**src/sv/vhs_pkg.sv**
```systemverilog
// Shared types and constants for the VXLAN header strip block.
package vhs_pkg;

    localparam int OFF_W = 7;
    localparam logic [OFF_W-1:0] ETH_LEN    = 7'd14;
    localparam logic [OFF_W-1:0] OFFSET_CAP = 7'd90;
    localparam logic [OFF_W-1:0] SRC_FIRST  = 7'd26;
    localparam logic [OFF_W-1:0] SRC_LAST   = 7'd29;
    localparam logic [OFF_W-1:0] DST_FIRST  = 7'd30;
    localparam logic [OFF_W-1:0] DST_LAST   = 7'd33;
    // header total is HDR_BASE + 4*IHL; VNI occupies the 4th..2nd last header bytes
    localparam logic [OFF_W-1:0] HDR_BASE   = 7'd30;
    localparam logic [OFF_W-1:0] VNI_FIRST  = 7'd26;
    localparam logic [OFF_W-1:0] VNI_LAST   = 7'd28;
    localparam logic [OFF_W-1:0] HDR_END    = 7'd29;
    localparam logic [3:0]       IHL_MIN    = 4'd5;

    localparam int QUEUE_DEPTH_DEF = 4;

    typedef enum logic [1:0] {
        KIND_PAYLOAD   = 2'd0,
        KIND_EMPTY     = 2'd1,
        KIND_MALFORMED = 2'd2
    } kind_t;

    typedef struct packed {
        kind_t       kind;
        logic [7:0]  payload_byte;
        logic        end_of_packet;
        logic        meta_en;
        logic [31:0] src_addr;
        logic [31:0] dst_addr;
        logic [23:0] vni;
    } entry_t;

    typedef struct packed {
        logic   valid;
        entry_t entry;
    } q_push_t;

    typedef struct packed {
        logic   full;
        logic   empty;
        entry_t head;
    } q_status_t;

endpackage

```
**src/sv/vhs_if.sv**
```systemverilog
// Valid/ready channel interfaces for frame bytes in and strip results out.
interface vhs_in_if;
    logic       valid;
    logic       ready;
    logic [7:0] data_byte;
    logic       frame_end;

    modport source (output valid, output data_byte, output frame_end, input ready);
    modport sink   (input valid, input data_byte, input frame_end, output ready);
endinterface

interface vhs_out_if;
    logic            valid;
    logic            ready;
    vhs_pkg::kind_t  kind;
    logic [7:0]      payload_byte;
    logic            end_of_packet;
    logic [31:0]     outer_src_addr;
    logic [31:0]     outer_dst_addr;
    logic [23:0]     tunnel_vni;

    modport source (output valid, output kind, output payload_byte, output end_of_packet,
                    output outer_src_addr, output outer_dst_addr, output tunnel_vni,
                    input ready);
    modport sink   (input valid, input kind, input payload_byte, input end_of_packet,
                    input outer_src_addr, input outer_dst_addr, input tunnel_vni,
                    output ready);
endinterface

```
**src/sv/vxlan_header_strip.sv**
```systemverilog
// VXLAN header strip: one frame byte per transfer in, payload bytes with tunnel metadata out.
// A result byte is written into a queue slot on its input transfer, then loaded into the output
// register, and only then is it valid on the output and able to transfer out.
// Throughput: one byte per cycle, set by the single-byte classifier and one queue pop a cycle.
// The queue absorbs output stalls; input ready drops only when it holds QUEUE_DEPTH results.
// Reset (async, active low) clears offset, drop flag, captured metadata, queue and output valid.
module vxlan_header_strip #(
    parameter int QUEUE_DEPTH = vhs_pkg::QUEUE_DEPTH_DEF
) (
    input  logic      clk,
    input  logic      rst_n,
    vhs_in_if.sink    frame,
    vhs_out_if.source result
);
    import vhs_pkg::*;

    q_push_t   push;
    q_status_t q_stat;
    logic      pop;

    vhs_front u_front (
        .clk    (clk),
        .rst_n  (rst_n),
        .frame  (frame),
        .q_stat (q_stat),
        .push   (push)
    );

    vhs_queue #(
        .DEPTH (QUEUE_DEPTH)
    ) u_queue (
        .clk    (clk),
        .rst_n  (rst_n),
        .push   (push),
        .pop    (pop),
        .q_stat (q_stat)
    );

    vhs_back u_back (
        .clk    (clk),
        .rst_n  (rst_n),
        .q_stat (q_stat),
        .pop    (pop),
        .result (result)
    );

endmodule

```
**src/sv/vhs_front.sv**
```systemverilog
// Front end: byte offset tracking, header capture and per-byte classification.
module vhs_front (
    input  logic               clk,
    input  logic               rst_n,
    vhs_in_if.sink             frame,
    input  vhs_pkg::q_status_t q_stat,
    output vhs_pkg::q_push_t   push
);
    import vhs_pkg::*;

    logic [OFF_W-1:0] offset_reg, offset_next;
    logic [3:0]       ihl_reg, ihl_next;
    logic [31:0]      src_reg, src_next;
    logic [31:0]      dst_reg, dst_next;
    logic [23:0]      vni_reg, vni_next;
    logic             drop_reg, drop_next;

    logic             accept;
    logic             is_ihl;
    logic [3:0]       ihl_now;
    logic             drop_now;
    logic [OFF_W-1:0] ihl_x4;
    logic [OFF_W-1:0] hdr;
    logic [OFF_W-1:0] off_inc;

    assign frame.ready = !q_stat.full;
    assign accept      = frame.valid && frame.ready;

    assign is_ihl   = !drop_reg && (offset_reg == ETH_LEN);
    assign ihl_now  = is_ihl ? frame.data_byte[3:0] : ihl_reg;
    assign drop_now = drop_reg || (is_ihl && (frame.data_byte[3:0] < IHL_MIN));
    assign ihl_x4   = {1'b0, ihl_now, 2'b00};
    assign hdr      = HDR_BASE + ihl_x4;
    assign off_inc  = (offset_reg < OFFSET_CAP) ? offset_reg + 7'd1 : OFFSET_CAP;

    always_comb
    begin
        offset_next = offset_reg;
        ihl_next    = ihl_reg;
        src_next    = src_reg;
        dst_next    = dst_reg;
        vni_next    = vni_reg;
        drop_next   = drop_reg;
        push        = '0;
        push.entry.kind = KIND_MALFORMED;

        if (accept)
        begin
            ihl_next = ihl_now;
            if (drop_now || (offset_reg < ETH_LEN))
            begin
                if (frame.frame_end)
                begin
                    push.valid               = 1'b1;
                    push.entry.kind          = KIND_MALFORMED;
                    push.entry.end_of_packet = 1'b1;
                    offset_next              = '0;
                    drop_next                = 1'b0;
                end
                else
                begin
                    offset_next = off_inc;
                    drop_next   = drop_now;
                end
            end
            else if (offset_reg >= hdr)
            begin
                push.valid               = 1'b1;
                push.entry.kind          = KIND_PAYLOAD;
                push.entry.payload_byte  = frame.data_byte;
                push.entry.end_of_packet = frame.frame_end;
                push.entry.meta_en       = 1'b1;
                push.entry.src_addr      = src_reg;
                push.entry.dst_addr      = dst_reg;
                push.entry.vni           = vni_reg;
                offset_next              = frame.frame_end ? '0 : off_inc;
            end
            else
            begin
                if ((offset_reg >= SRC_FIRST) && (offset_reg <= SRC_LAST))
                    src_next = {src_reg[23:0], frame.data_byte};
                else if ((offset_reg >= DST_FIRST) && (offset_reg <= DST_LAST))
                    dst_next = {dst_reg[23:0], frame.data_byte};
                if ((offset_reg >= VNI_FIRST + ihl_x4) && (offset_reg <= VNI_LAST + ihl_x4))
                    vni_next = {vni_reg[15:0], frame.data_byte};

                if (frame.frame_end)
                begin
                    push.valid               = 1'b1;
                    push.entry.end_of_packet = 1'b1;
                    if (offset_reg == HDR_END + ihl_x4)
                    begin
                        // headers only: report empty with metadata
                        push.entry.kind     = KIND_EMPTY;
                        push.entry.meta_en  = 1'b1;
                        push.entry.src_addr = src_next;
                        push.entry.dst_addr = dst_next;
                        push.entry.vni      = vni_next;
                    end
                    else
                    begin
                        push.entry.kind = KIND_MALFORMED;
                    end
                    offset_next = '0;
                    drop_next   = 1'b0;
                end
                else
                begin
                    offset_next = off_inc;
                end
            end
        end
    end

    always_ff @(posedge clk or negedge rst_n)
    begin
        if (!rst_n)
        begin
            offset_reg <= '0;
            ihl_reg    <= '0;
            src_reg    <= '0;
            dst_reg    <= '0;
            vni_reg    <= '0;
            drop_reg   <= 1'b0;
        end
        else
        begin
            offset_reg <= offset_next;
            ihl_reg    <= ihl_next;
            src_reg    <= src_next;
            dst_reg    <= dst_next;
            vni_reg    <= vni_next;
            drop_reg   <= drop_next;
        end
    end

`ifndef ASSERT_OFF
    a_offset_cap: assert property (@(posedge clk) disable iff (!rst_n)
        offset_reg <= OFFSET_CAP)
        else $error("byte offset beyond cap");

    a_frame_end_clears: assert property (@(posedge clk) disable iff (!rst_n)
        (accept && frame.frame_end) |=> (offset_reg == '0) && !drop_reg)
        else $error("frame end did not clear offset/drop");

    a_push_on_accept: assert property (@(posedge clk) disable iff (!rst_n)
        push.valid |-> (accept && !q_stat.full))
        else $error("queue push without accepted byte");
`endif

endmodule

```
**src/sv/vhs_queue.sv**
```systemverilog
// Small result queue between the classifier and the output stage.
module vhs_queue #(
    parameter int DEPTH = vhs_pkg::QUEUE_DEPTH_DEF
) (
    input  logic                clk,
    input  logic                rst_n,
    input  vhs_pkg::q_push_t    push,
    input  logic                pop,
    output vhs_pkg::q_status_t  q_stat
);
    import vhs_pkg::*;

    localparam int PTR_W = (DEPTH > 1) ? $clog2(DEPTH) : 1;
    localparam int CNT_W = $clog2(DEPTH + 1);
    localparam logic [PTR_W-1:0] PTR_LAST = PTR_W'(DEPTH - 1);
    localparam logic [CNT_W-1:0] CNT_FULL = CNT_W'(DEPTH);

    entry_t           slots_reg [DEPTH];
    logic [PTR_W-1:0] wr_ptr_reg, wr_ptr_next;
    logic [PTR_W-1:0] rd_ptr_reg, rd_ptr_next;
    logic [CNT_W-1:0] count_reg, count_next;

    assign q_stat.full  = (count_reg == CNT_FULL);
    assign q_stat.empty = (count_reg == '0);
    assign q_stat.head  = slots_reg[rd_ptr_reg];

    always_comb
    begin
        wr_ptr_next = wr_ptr_reg;
        rd_ptr_next = rd_ptr_reg;
        count_next  = count_reg;
        if (push.valid)
            wr_ptr_next = (wr_ptr_reg == PTR_LAST) ? '0 : wr_ptr_reg + 1'b1;
        if (pop)
            rd_ptr_next = (rd_ptr_reg == PTR_LAST) ? '0 : rd_ptr_reg + 1'b1;
        if (push.valid && !pop)
            count_next = count_reg + 1'b1;
        else if (pop && !push.valid)
            count_next = count_reg - 1'b1;
    end

    always_ff @(posedge clk or negedge rst_n)
    begin
        if (!rst_n)
        begin
            wr_ptr_reg <= '0;
            rd_ptr_reg <= '0;
            count_reg  <= '0;
        end
        else
        begin
            wr_ptr_reg <= wr_ptr_next;
            rd_ptr_reg <= rd_ptr_next;
            count_reg  <= count_next;
        end
    end

    always_ff @(posedge clk)
    begin
        if (push.valid)
            slots_reg[wr_ptr_reg] <= push.entry;
    end

`ifndef ASSERT_OFF
    a_count_bound: assert property (@(posedge clk) disable iff (!rst_n)
        count_reg <= CNT_FULL)
        else $error("queue count overflow");

    a_no_overrun: assert property (@(posedge clk) disable iff (!rst_n)
        push.valid |-> !q_stat.full)
        else $error("push into full queue");

    a_pop_drains: assert property (@(posedge clk) disable iff (!rst_n)
        (pop && !push.valid) |=> (count_reg == $past(count_reg) - 1'b1))
        else $error("pop did not lower count");
`endif

endmodule

```
**src/sv/vhs_back.sv**
```systemverilog
// Back end: output register that drains the queue and formats results.
module vhs_back (
    input  logic               clk,
    input  logic               rst_n,
    input  vhs_pkg::q_status_t q_stat,
    output logic               pop,
    vhs_out_if.source          result
);
    import vhs_pkg::*;

    logic        valid_reg;
    kind_t       kind_reg;
    logic [7:0]  byte_reg;
    logic        eop_reg;
    logic [31:0] src_reg;
    logic [31:0] dst_reg;
    logic [23:0] vni_reg;

    // refill whenever the register is free or its transfer completes this cycle
    assign pop = !q_stat.empty && (!valid_reg || result.ready);

    always_ff @(posedge clk or negedge rst_n)
    begin
        if (!rst_n)
            valid_reg <= 1'b0;
        else if (pop)
            valid_reg <= 1'b1;
        else if (result.ready)
            valid_reg <= 1'b0;
    end

    always_ff @(posedge clk)
    begin
        if (pop)
        begin
            kind_reg <= q_stat.head.kind;
            byte_reg <= q_stat.head.payload_byte;
            eop_reg  <= q_stat.head.end_of_packet;
            src_reg  <= q_stat.head.meta_en ? q_stat.head.src_addr : '0;
            dst_reg  <= q_stat.head.meta_en ? q_stat.head.dst_addr : '0;
            vni_reg  <= q_stat.head.meta_en ? q_stat.head.vni : '0;
        end
    end

    assign result.valid          = valid_reg;
    assign result.kind           = kind_reg;
    assign result.payload_byte   = byte_reg;
    assign result.end_of_packet  = eop_reg;
    assign result.outer_src_addr = src_reg;
    assign result.outer_dst_addr = dst_reg;
    assign result.tunnel_vni     = vni_reg;

endmodule
```
**src/flat_wrapper.sv**
```systemverilog
// flat-port wrapper written by rule: the top's interface ports become plain ports
module vxlan_header_strip_flat import vhs_pkg::*;
#(
    parameter int QUEUE_DEPTH = vhs_pkg::QUEUE_DEPTH_DEF
)
  (clk, rst_n, frame_valid, frame_data_byte, frame_frame_end, frame_ready, result_valid, result_kind, result_payload_byte, result_end_of_packet, result_outer_src_addr, result_outer_dst_addr, result_tunnel_vni, result_ready);
  vhs_in_if frame_i ();
  vhs_out_if result_i ();
  input  logic clk;
  input  logic rst_n;
  input wire logic [$bits(frame_i.valid)-1:0] frame_valid;
  input wire logic [$bits(frame_i.data_byte)-1:0] frame_data_byte;
  input wire logic [$bits(frame_i.frame_end)-1:0] frame_frame_end;
  output wire logic [$bits(frame_i.ready)-1:0] frame_ready;
  output wire logic [$bits(result_i.valid)-1:0] result_valid;
  output wire logic [$bits(result_i.kind)-1:0] result_kind;
  output wire logic [$bits(result_i.payload_byte)-1:0] result_payload_byte;
  output wire logic [$bits(result_i.end_of_packet)-1:0] result_end_of_packet;
  output wire logic [$bits(result_i.outer_src_addr)-1:0] result_outer_src_addr;
  output wire logic [$bits(result_i.outer_dst_addr)-1:0] result_outer_dst_addr;
  output wire logic [$bits(result_i.tunnel_vni)-1:0] result_tunnel_vni;
  input wire logic [$bits(result_i.ready)-1:0] result_ready;
  assign frame_i.valid = frame_valid;
  assign frame_i.data_byte = frame_data_byte;
  assign frame_i.frame_end = frame_frame_end;
  assign frame_ready = frame_i.ready;
  assign result_valid = result_i.valid;
  assign result_kind = result_i.kind;
  assign result_payload_byte = result_i.payload_byte;
  assign result_end_of_packet = result_i.end_of_packet;
  assign result_outer_src_addr = result_i.outer_src_addr;
  assign result_outer_dst_addr = result_i.outer_dst_addr;
  assign result_tunnel_vni = result_i.tunnel_vni;
  assign result_i.ready = result_ready;
  vxlan_header_strip #(.QUEUE_DEPTH(QUEUE_DEPTH)) u_core (.clk(clk), .rst_n(rst_n), .frame(frame_i), .result(result_i));
endmodule
```
**config.mk**
```make
export PLATFORM = sky130hd
export DESIGN_NAME = vxlan_header_strip_flat
export DESIGN_NICKNAME = d
export VERILOG_FILES = /design/src/sv/vhs_pkg.sv /design/src/sv/vhs_if.sv /design/src/sv/vxlan_header_strip.sv /design/src/sv/vhs_front.sv /design/src/sv/vhs_queue.sv /design/src/sv/vhs_back.sv /design/src/flat_wrapper.sv
export SDC_FILE = /design/constraint.sdc
export NUM_CORES = 1
export LEC_CHECK = 0
export ABC_CLOCK_PERIOD_IN_PS = 7100
export BUFFER_PORTS_ARGS = -buffer_cell sky130_fd_sc_hd__buf_2
export CELL_PAD_IN_SITES_DETAIL_PLACEMENT = 0
export CELL_PAD_IN_SITES_GLOBAL_PLACEMENT = 2
export CORE_MARGIN = 2
export CORE_UTILIZATION = 35
export CTS_BUF_LIST = sky130_fd_sc_hd__clkbuf_4 sky130_fd_sc_hd__clkbuf_8
export DETAILED_ROUTE_END_ITERATION = 6
export MAX_ROUTING_LAYER = met4
export PLACE_DENSITY = 0.73
export SYNTH_ARGS = -nofsm -noshare
export SYNTH_HDL_FRONTEND = slang
export SYNTH_SLANG_ARGS = --single-unit
```
**constraint.sdc**
```tcl
create_clock -name clk -period 7.1 [get_ports clk]
set_input_delay 1.775 -clock clk [delete_from_list [all_inputs] [get_ports clk]]
set_output_delay 1.775 -clock clk [all_outputs]
set_load 0.005 [all_outputs]
```
==> results.md, run 1 <==
- The initial utilization of the core area, before any placement, comes to 0.354.
- After synthesis the cells add up to 0.0238 mm^2.
- Compared with the post-synthesis result, the final layout area differs by 15.5%.
- The met1 track utilization from global routing is 0.190.
- The startpoint identified for the worst register-to-register timing path is u_core.u_front.offset_reg[2].
- A synthesized cell averages 19.5 um^2.
- For this run, global-route usage on met2 was measured as 0.233.
- The residual DRC count is 0.
- The start point of the critical path is u_core.u_front.offset_reg[2].
- The met3 global-route usage is 0.0294.
- In this run the remaining antenna-violating nets after routing total 0.
- The detailed-routing iteration count for the pre-antenna-repair pass is 6.
- The prevailing post-synth register cell is sky130_fd_sc_hd__edfxtp_1.
- The number of antenna violations at the first check in global routing is 3.
- The routability-driven placement congestion ratio is 0.815.
- The total global routing overflow is 0.
- In this run the static leakage power is 9.90 nW.
- The floorplan step set the die height to 265 um.
- The share of async-settable or async-resettable flops after synthesis is 0.178.
- The clock insertion delay at the later pin of the skew report is slightly below 0.7 ns.
- The total power is between 10 and 15 mW.
- The tightest hold margin is ~0.48 ns.
- The number of flops mapped to enable cells by yosys is between 400 and 500.
- The multi-input combinational cell area is approximately 0.0058 mm^2.
- sky130_fd_sc_hd__edfxtp_1 takes more of the synthesized area than any other cell.
- The data arrival time of the critical path is around 6 ns.
- The floorplan row count is 95.
- The number of buffers inserted to repair setup after CTS is 0.
- The post-synthesis instance total is roughly 1200.
- The pin count of the biggest net entering global routing is 70.
- Setup repair after global routing left no endpoint under its margin.
- The hold path startpoint is u_core.u_front.ihl_reg[0].
- The fill cell total of the finished layout is approximately 6000.
- In the final routed layout, each cell accounts on average for roughly 21 um.
- In this run, post-CTS hold repair placed 0 buffers.
- The TritonCTS clock tree is built.
- The minimum clock period is 5.50 ns.
- The first global-routing pass estimated 75500 um of wire.
- The number of nets handed over by synthesis was approximately 1300.
- The core footprint is approximately 0.067 mm^2.
- The post-cts gate resize count is 0.
- The count of pins over their slew limit is 0.
- Of the total synthesized cell area, the portion taken by XOR and XNOR cells is 0.00257.
- The total setup violations reported at the end of the flow is 0.
- The via count of the first global-routing pass is approximately 12000.
- For this run, the number of Yosys warnings is 0.
- The type of the setup path with the least slack is flop to flop.
- Of the total synthesized cell area, the portion taken by full adders, half adders and majority gates is 0.0108.
- Derived from the worst setup path, the maximum achievable clock frequency is about 180 MHz.
- The sequential area share after synthesis is 0.743.
- The end-of-flow core utilization is 0.409.
- The number of vias per cell after detailed routing is roughly 5.0.
- The min-delay analysis places its worst path in the category flop to flop.
- Data on the critical path is required at its endpoint by roughly 7.4 ns.
- The total detailed-routing wirelength is ~50000 um.
- The clock-pin slew on the worst setup and hold paths is 0.06 ns.
- OpenSTA, run right after detailed placement, puts the worst setup slack at between 1 and 1.5 ns.
- By count the netlist is led by sky130_fd_sc_hd__edfxtp_1, sky130_fd_sc_hd__dfrtp_1, sky130_fd_sc_hd__mux4_2.
- 114 I/O pins were placed.
- The count of vias placed by the detailed router is about 12000.
- Synthesis inferred 607 register bits.
- The register with the most flip-flops in the layout has 400 of them.
- The post-route clock skew is 0.0325 ns.
- The layer flagged by global routing as most heavily used is met2.
- The number of levels the H-tree was split into is 3.
- After synthesis, the largest family of logic cells by area is multiplexers.
- The final sum of negative setup slack is 0 ns.
- The transition time of the tightest slew-check pin is approximately 1 ns.
- The run finished with clean final reports.
- The longest clock path from root to sink contains 3 buffers.
- After synthesis, the cell types taking the most area are sky130_fd_sc_hd__edfxtp_1, sky130_fd_sc_hd__dfrtp_1, sky130_fd_sc_hd__mux4_2.
- The compound-cell area share of the yosys netlist is 0.0474.
- The area used by sequential logic in the layout is about 0.018 mm^2.
- Across all register-to-register paths, the minimum setup slack is between 1.5 and 2 ns.
- The number of endpoints with negative hold slack in the final report is 0.
- Along the worst path, the maximum fanout reaches 48.
- The worst pin sits at a relative slew slack of 0.318.
- The number of DRC markers in iteration 0 is 693.
- The post-synthesis share of cell area spent on and, or, nand and nor gates is 0.0408.
- The die span in x is approximately 260 um.
- Across the run, the number of max-cap violations was 0.
- The area of the die is roughly 0.07 mm^2.
- The detailed placement HPWL is slightly below 30000 um.
- The final worst slack is 1.60 ns.
- STA classifies the critical path startpoint as a flop.
- The final cycle utilization of the critical path is 0.775.
- The number of clock buffers added by TritonCTS is 98.
- After the last flow step, the layout net total stands at around 1400.
- Buffers placed on the I/O ports in this run total 113.
- STA classifies the critical path endpoint as a flop.
- The number of cells in the finished layout apart from fillers is 2344.
- CTS placed an instance of sky130_fd_sc_hd__clkbuf_8 at the clock tree root.
- The power per standard cell area is 366 mW/mm^2.
- In the global route stage, overall resource usage came out at 0.148.
- The number of clock sinks is about 610.
- Among all cell types in the netlist, the one instantiated most often is sky130_fd_sc_hd__edfxtp_1.
- Across the VDD grid, the largest voltage drop is approximately 0.22 mV.
- Of the cells placed in the final design, the portion with a size suffix greater than 1 is 0.357.
- The placed instances occupy a cell area of around 0.025 mm^2.
- The top cell type's share of synthesized area is 0.629.
- The number of distinct library cell variants in the gate-level netlist after synthesis is a little under 60.
- After routing the design area is roughly 0.027 mm^2.
- Counting tap cells, the placed design contains a total of between 2000 and 2500 instances.
- Of the post-synthesis cell area, the part taken by muxes is 0.139.
## path summary, 6_finish.rpt
| kind | to | cells past startpoint |
|---|---|---|
| worst max register to register | u_core.u_queue.slots_reg[2][11] | 14 |
| max in group asynchronous | u_core.u_queue.rd_ptr_reg[1] | 2 |
| worst min register to register | u_core.u_front.ihl_reg[0] | 2 |
| worst min-delay path | u_core.u_front.ihl_reg[0] | 2 |
| min in group asynchronous | u_core.u_front.offset_reg[0] | 1 |
| worst max-delay path | u_core.u_queue.slots_reg[2][11] | 14 |
## where the power goes
part,switching [mW],internal [mW]
logic,1.06,0.996
registers,0.297,4.59
clock network,1.35,1.77
total,2.71,7.36
## worst max-delay path: stages, from the launching register on
cell and delay, ns:
sky130_fd_sc_hd__dfrtp_1 0.58, sky130_fd_sc_hd__and3_1 0.44, sky130_fd_sc_hd__nand3_1 0.29, sky130_fd_sc_hd__mux2i_1 0.46, sky130_fd_sc_hd__ha_1 0.27, sky130_fd_sc_hd__nand2_1 0.07
sky130_fd_sc_hd__xnor2_1 0.14, sky130_fd_sc_hd__ha_1 0.34, sky130_fd_sc_hd__nand4_1 0.18, sky130_fd_sc_hd__o21ai_0 0.53, sky130_fd_sc_hd__buf_4 0.28, sky130_fd_sc_hd__and2_1 0.20
sky130_fd_sc_hd__or2_2 0.20, sky130_fd_sc_hd__and2_4 0.72, sky130_fd_sc_hd__buf_4 0.42
## cells in the final DEF (no fill, tap or decap), drive strengths merged, types with 2 or more instances in the layout
cell type / synthesis / layout
edfxtp: 499 / 499
nor3: 4 / 4
mux4: 99 / 99
o21ai: 17 / 17
nand4: 2 / 2
diode: 0 / 2
dfrtp: 108 / 108
nor2: 21 / 21
a31oi: 2 / 2
o22a: 2 / 2
buf: 37 / 134
mux2i: 3 / 3
nand3: 8 / 8
a31o: 2 / 2
a22o: 88 / 88
a21oi: 11 / 11
mux2: 94 / 94
o31ai: 2 / 2
clkinv: 0 / 24
a211oi: 3 / 3
and4: 2 / 2
nand2: 16 / 16
bufinv: 0 / 3
and2: 7 / 7
and3: 10 / 10
nor2b: 89 / 89
xor2: 3 / 3
clkbuf: 31 / 154
ha: 19 / 19
inv: 15 / 17
xnor2: 4 / 4
## per-layer routing
| layer | wire length [um] | share of wire | vias to the layer above |
|---|---|---|---|
| li1 | - | - | 5242 |
| met1 | 21900 | 0.44 | 6062 |
| met2 | 24200 | 0.49 | 293 |
| met3 | 2420 | 0.049 | 82 |
| met4 | 1200 | 0.024 | 0 |
| met5 | 0 | 0 | - |
## kinds of logic after synthesis
family / count (synthesis)
flip-flops: 607
AO/OA/AOI/OAI: 140
AND/OR/NAND/NOR: 166
multiplexers: 196
XOR/XNOR: 7
buffers and inverters: 83
adder cells (fa/ha/maj): 20
## final cells by class
type | instances | share of cell area
antenna | 2 | 0.000182
clock buffer | 154 | 0.0673
clock inverter | 30 | 0.00865
inverter | 15 | 0.00205
multi-input combinational | 529 | 0.210
sequential | 607 | 0.643
tap | 873 | 0.0397
timing repair buffer | 134 | 0.0282
(Power assumes the default switching activity.)
==> run 2: changes to the inputs <==
- ABC_CLOCK_PERIOD_IN_PS: 7100 -> 4600
- clock period: 7.1 -> 4.6 ns (I/O delays scaled with it)
==> results.md, run 2 (synthesis results as in run 1) <==
- The critical path goes through nor3_2, nand3_1, mux2i_2, ha_1, nand2_1, xnor2_1, ha_1, a41o_1, a21oi_1, o21ai_1, and2_1, or2_2, ha_1, inv_1, fa_1, mux2_2.
- The slowest stage cell on the critical path is sky130_fd_sc_hd__or2_2.
- The die span in x is about 260 um.
- The delay of the slowest cell on the worst path is 0.40 ns.
- The clock insertion delay at the later pin of the skew report is 0.69 ns.
- For the worst flop-to-flop path, the logic depth is 16.
- The worst hold path depth is 1.
- The net switching component of the power is between 4 and 5 mW.
- The number of clock sinks is ~600.
- Broken down by cell family, the worst path's largest delay share belongs to simple AND/OR/NAND/NOR gates.
- STA puts the critical path data required time at ~5.2 ns.
- From bottom edge to top edge, the die measures ~260 um.
- The initial utilization of the core area, before any placement, comes to 0.354.
- The minimum clock period is about 4.3 ns.
- The path class of the lowest-slack min-delay path is flop to flop.
- The total setup violations reported at the end of the flow is 0.
- The end-of-flow core utilization is 0.414.
- In this run the critical register-to-register path is captured at u_core.u_queue.count_reg[1].
- The number of antenna violations at the first check in global routing is 2.
- The count of vias placed by the detailed router is 11795.
- The root buffer cell is sky130_fd_sc_hd__clkbuf_8.
- The setup check on the worst reg-to-reg path leaves a slack of 0.35 ns.
- The run finished with clean final reports.
- Setup repair after global routing left no endpoint under its margin.
- The number of maximum-capacitance constraint violations is 0.
- For this block, the initial DRC count from the detailed router was between 700 and 800.
- The cell repeated most along the worst path is sky130_fd_sc_hd__ha_1.
- The total detailed-routing wirelength is slightly below 50000 um.
- The startpoint of the most critical register-to-register path is u_core.u_front.offset_reg[6].
- In this run, placement finished with an instance count of between 2000 and 2500.
- Across the VDD grid, the largest voltage drop is roughly 0.41 mV.
- The capturing element type of the critical path is a flop.
- The area of the die is between 0.07 and 0.08 mm^2.
- The register with the most flip-flops in the layout has 400 of them.
- The count of pins over their slew limit came to 0.
- The floorplan has 95 rows.
- The pin count of the biggest net entering global routing is roughly 70.
- The remaining number of nets flagged by the antenna check after routing is 0.
- The TritonCTS clock tree is built.
- The area growth from synthesis to layout is 17.1%.
- approximately 110 I/O pins were placed.
- The core footprint is 0.0673 mm^2.
- The hold path startpoint is u_core.u_front.dst_reg[30].
- The post-route clock skew is about 0.038 ns.
- The maximum fanout count along the critical path is 7.
- The library cell used most frequently in the layout, excluding fill and tap cells, is sky130_fd_sc_hd__edfxtp_1.
- The power per standard cell area is 560 mW/mm^2.
- The final cycle utilization of the critical path is 0.924.
- Post-CTS timing repair inserted 0 buffers for setup.
- In the final routed layout, each cell accounts on average for 20.8 um.
- The clock-pin slew on the worst setup and hold paths is around 0.060 ns.
- The first global-routing pass estimated 75800 um of wire.
- Global routing finished with a remaining overflow of 0.
- The maximum clock rate is approximately 240 MHz.
- The switching share of power is 0.267.
- For this run, design rule violations remaining after detail routing come to 0.
- The worst setup path is of the flop to flop kind.
- In this run, CTS created clock tree buffers numbering 100.
- The part of the total power dissipated in sequential elements is 0.478.
- The data arrival time of the critical path is just under 5 ns.
- The finished layout holds around 2400 standard cells, fillers aside.
- Together, buffers and inverters on the worst path number 1.
- The number of endpoints with negative hold slack in the final report is 0.
- In the final layout, the share of cells above drive strength 1 is 0.363.
- Leaving out fill and tap cells, the most frequent cells in the layout are sky130_fd_sc_hd__edfxtp_1, sky130_fd_sc_hd__buf_2, sky130_fd_sc_hd__clkbuf_8.
- During placement, the flow inserted port buffers numbering approximately 110.
- The routability-driven placement congestion ratio is around 0.79.
- The tightest hold margin is around 0.5 ns.
- For this design the static power due to leakage is just over 10 nW.
- The max-slew headroom at the worst pin is 0.285.
- The net count of the finished layout is around 1400.
- CTS built an H-tree with a depth of 3.
- Cell internal power was estimated by the tool at 11.4 mW.
- The clock passes through at most 3 buffers.
- The worst hold path terminates at u_core.u_front.dst_reg[30].
- The launching element type of the critical path is a flop.
- The detailed-routing iteration count for the pre-antenna-repair pass is 4.
- The transition time of the tightest slew-check pin is 1.07 ns.
- The detailed placement HPWL is between 20000 and 30000 um.
- In the global route stage, overall resource usage came out at 0.147.
- Dividing the detail-routed via count by the number of cells gives between 4 and 5.
- The share of total power dissipated in the clock network is 0.311.
- The share of total power dissipated in combinational logic is 0.210.
- The via count of the first global-routing pass is around 13000.
-- run 2: per-stage QoR --
stage	instance area, um^2	total power, mW	setup WS, ns	TNS (ns)
floorplan	23800	9.58	-0.404	-121.30
global placement	25700	11.0	-0.00461	-0.0970
detailed placement	25700	11.0	-0.0674	-5.52
CTS	27800	16.0	0.119	0
global route	27900	16.5	0.0397	0
finish	27900	15.6	0.348	0
-- run 2: per-layer routing --
metal	vias to the layer above	part of all wire	global-route usage
li1	5300	-	-
met1	6160	0.44	0.187
met2	264	0.49	0.238
met3	71	0.048	0.0299
met4	0	0.018	0.0475
met5	-	0	-
-- run 2: worst reg2reg max path, stage by stage, from the launching register on --
cell                      delay (ns)
sky130_fd_sc_hd__dfrtp_1        0.38
sky130_fd_sc_hd__nor3_2         0.35
sky130_fd_sc_hd__nand3_1        0.27
sky130_fd_sc_hd__mux2i_2        0.32
sky130_fd_sc_hd__ha_1           0.24
sky130_fd_sc_hd__nand2_1        0.07
sky130_fd_sc_hd__xnor2_1        0.13
sky130_fd_sc_hd__ha_1           0.32
sky130_fd_sc_hd__a41o_1         0.27
sky130_fd_sc_hd__a21oi_1        0.13
sky130_fd_sc_hd__o21ai_1        0.09
sky130_fd_sc_hd__and2_1         0.22
sky130_fd_sc_hd__or2_2          0.40
sky130_fd_sc_hd__ha_1           0.23
sky130_fd_sc_hd__inv_1          0.08
sky130_fd_sc_hd__fa_1           0.38
sky130_fd_sc_hd__mux2_2         0.27
-- run 2: how the worst max path moves through the flow --
stage                     slack, ns  cells after the start                              end                         start
final                          0.35                     16      u_core.u_queue.count_reg[1]  u_core.u_front.offset_reg[6]
after floorplan               -0.40                     12   u_core.u_queue.slots_reg[1][0]            frame_data_byte[1]
after CTS                      0.12                     14  u_core.u_queue.slots_reg[3][13]  u_core.u_front.offset_reg[6]
after global placement       -0.005                     13  u_core.u_queue.slots_reg[0][14]            frame_data_byte[2]
after global routing           0.04                     16      u_core.u_queue.count_reg[1]  u_core.u_front.offset_reg[6]
after detailed placement      -0.07                     13  u_core.u_queue.slots_reg[2][10]            frame_data_byte[2]
-- run 2: power by group through the flow --
stage / logic, mW / registers (mW) / clock network, mW
finish: 3.28 / 7.47 / 4.86
global route: 3.63 / 7.59 / 5.25
CTS: 3.44 / 7.51 / 5.01
detailed placement: 3.42 / 7.61 / 0
global placement: 3.42 / 7.59 / 0
floorplan: 2.10 / 7.48 / 0
-- run 2: area by class of cell --
type,instances,area [um^2]
fill,6017,39400
sequential,607,17700
clock buffer,143,1760
multi-input combinational,530,5810
timing repair buffer,160,1110
antenna,2,5.00
clock inverter,44,352
tap,873,1090
inverter,15,56.3
-- run 2: repair_timing --
action | 4_1_cts | 5_1_grt
gates resized for setup | 0 | 4
hold buffers | 0 | 0
setup endpoints to repair | 0 | 96
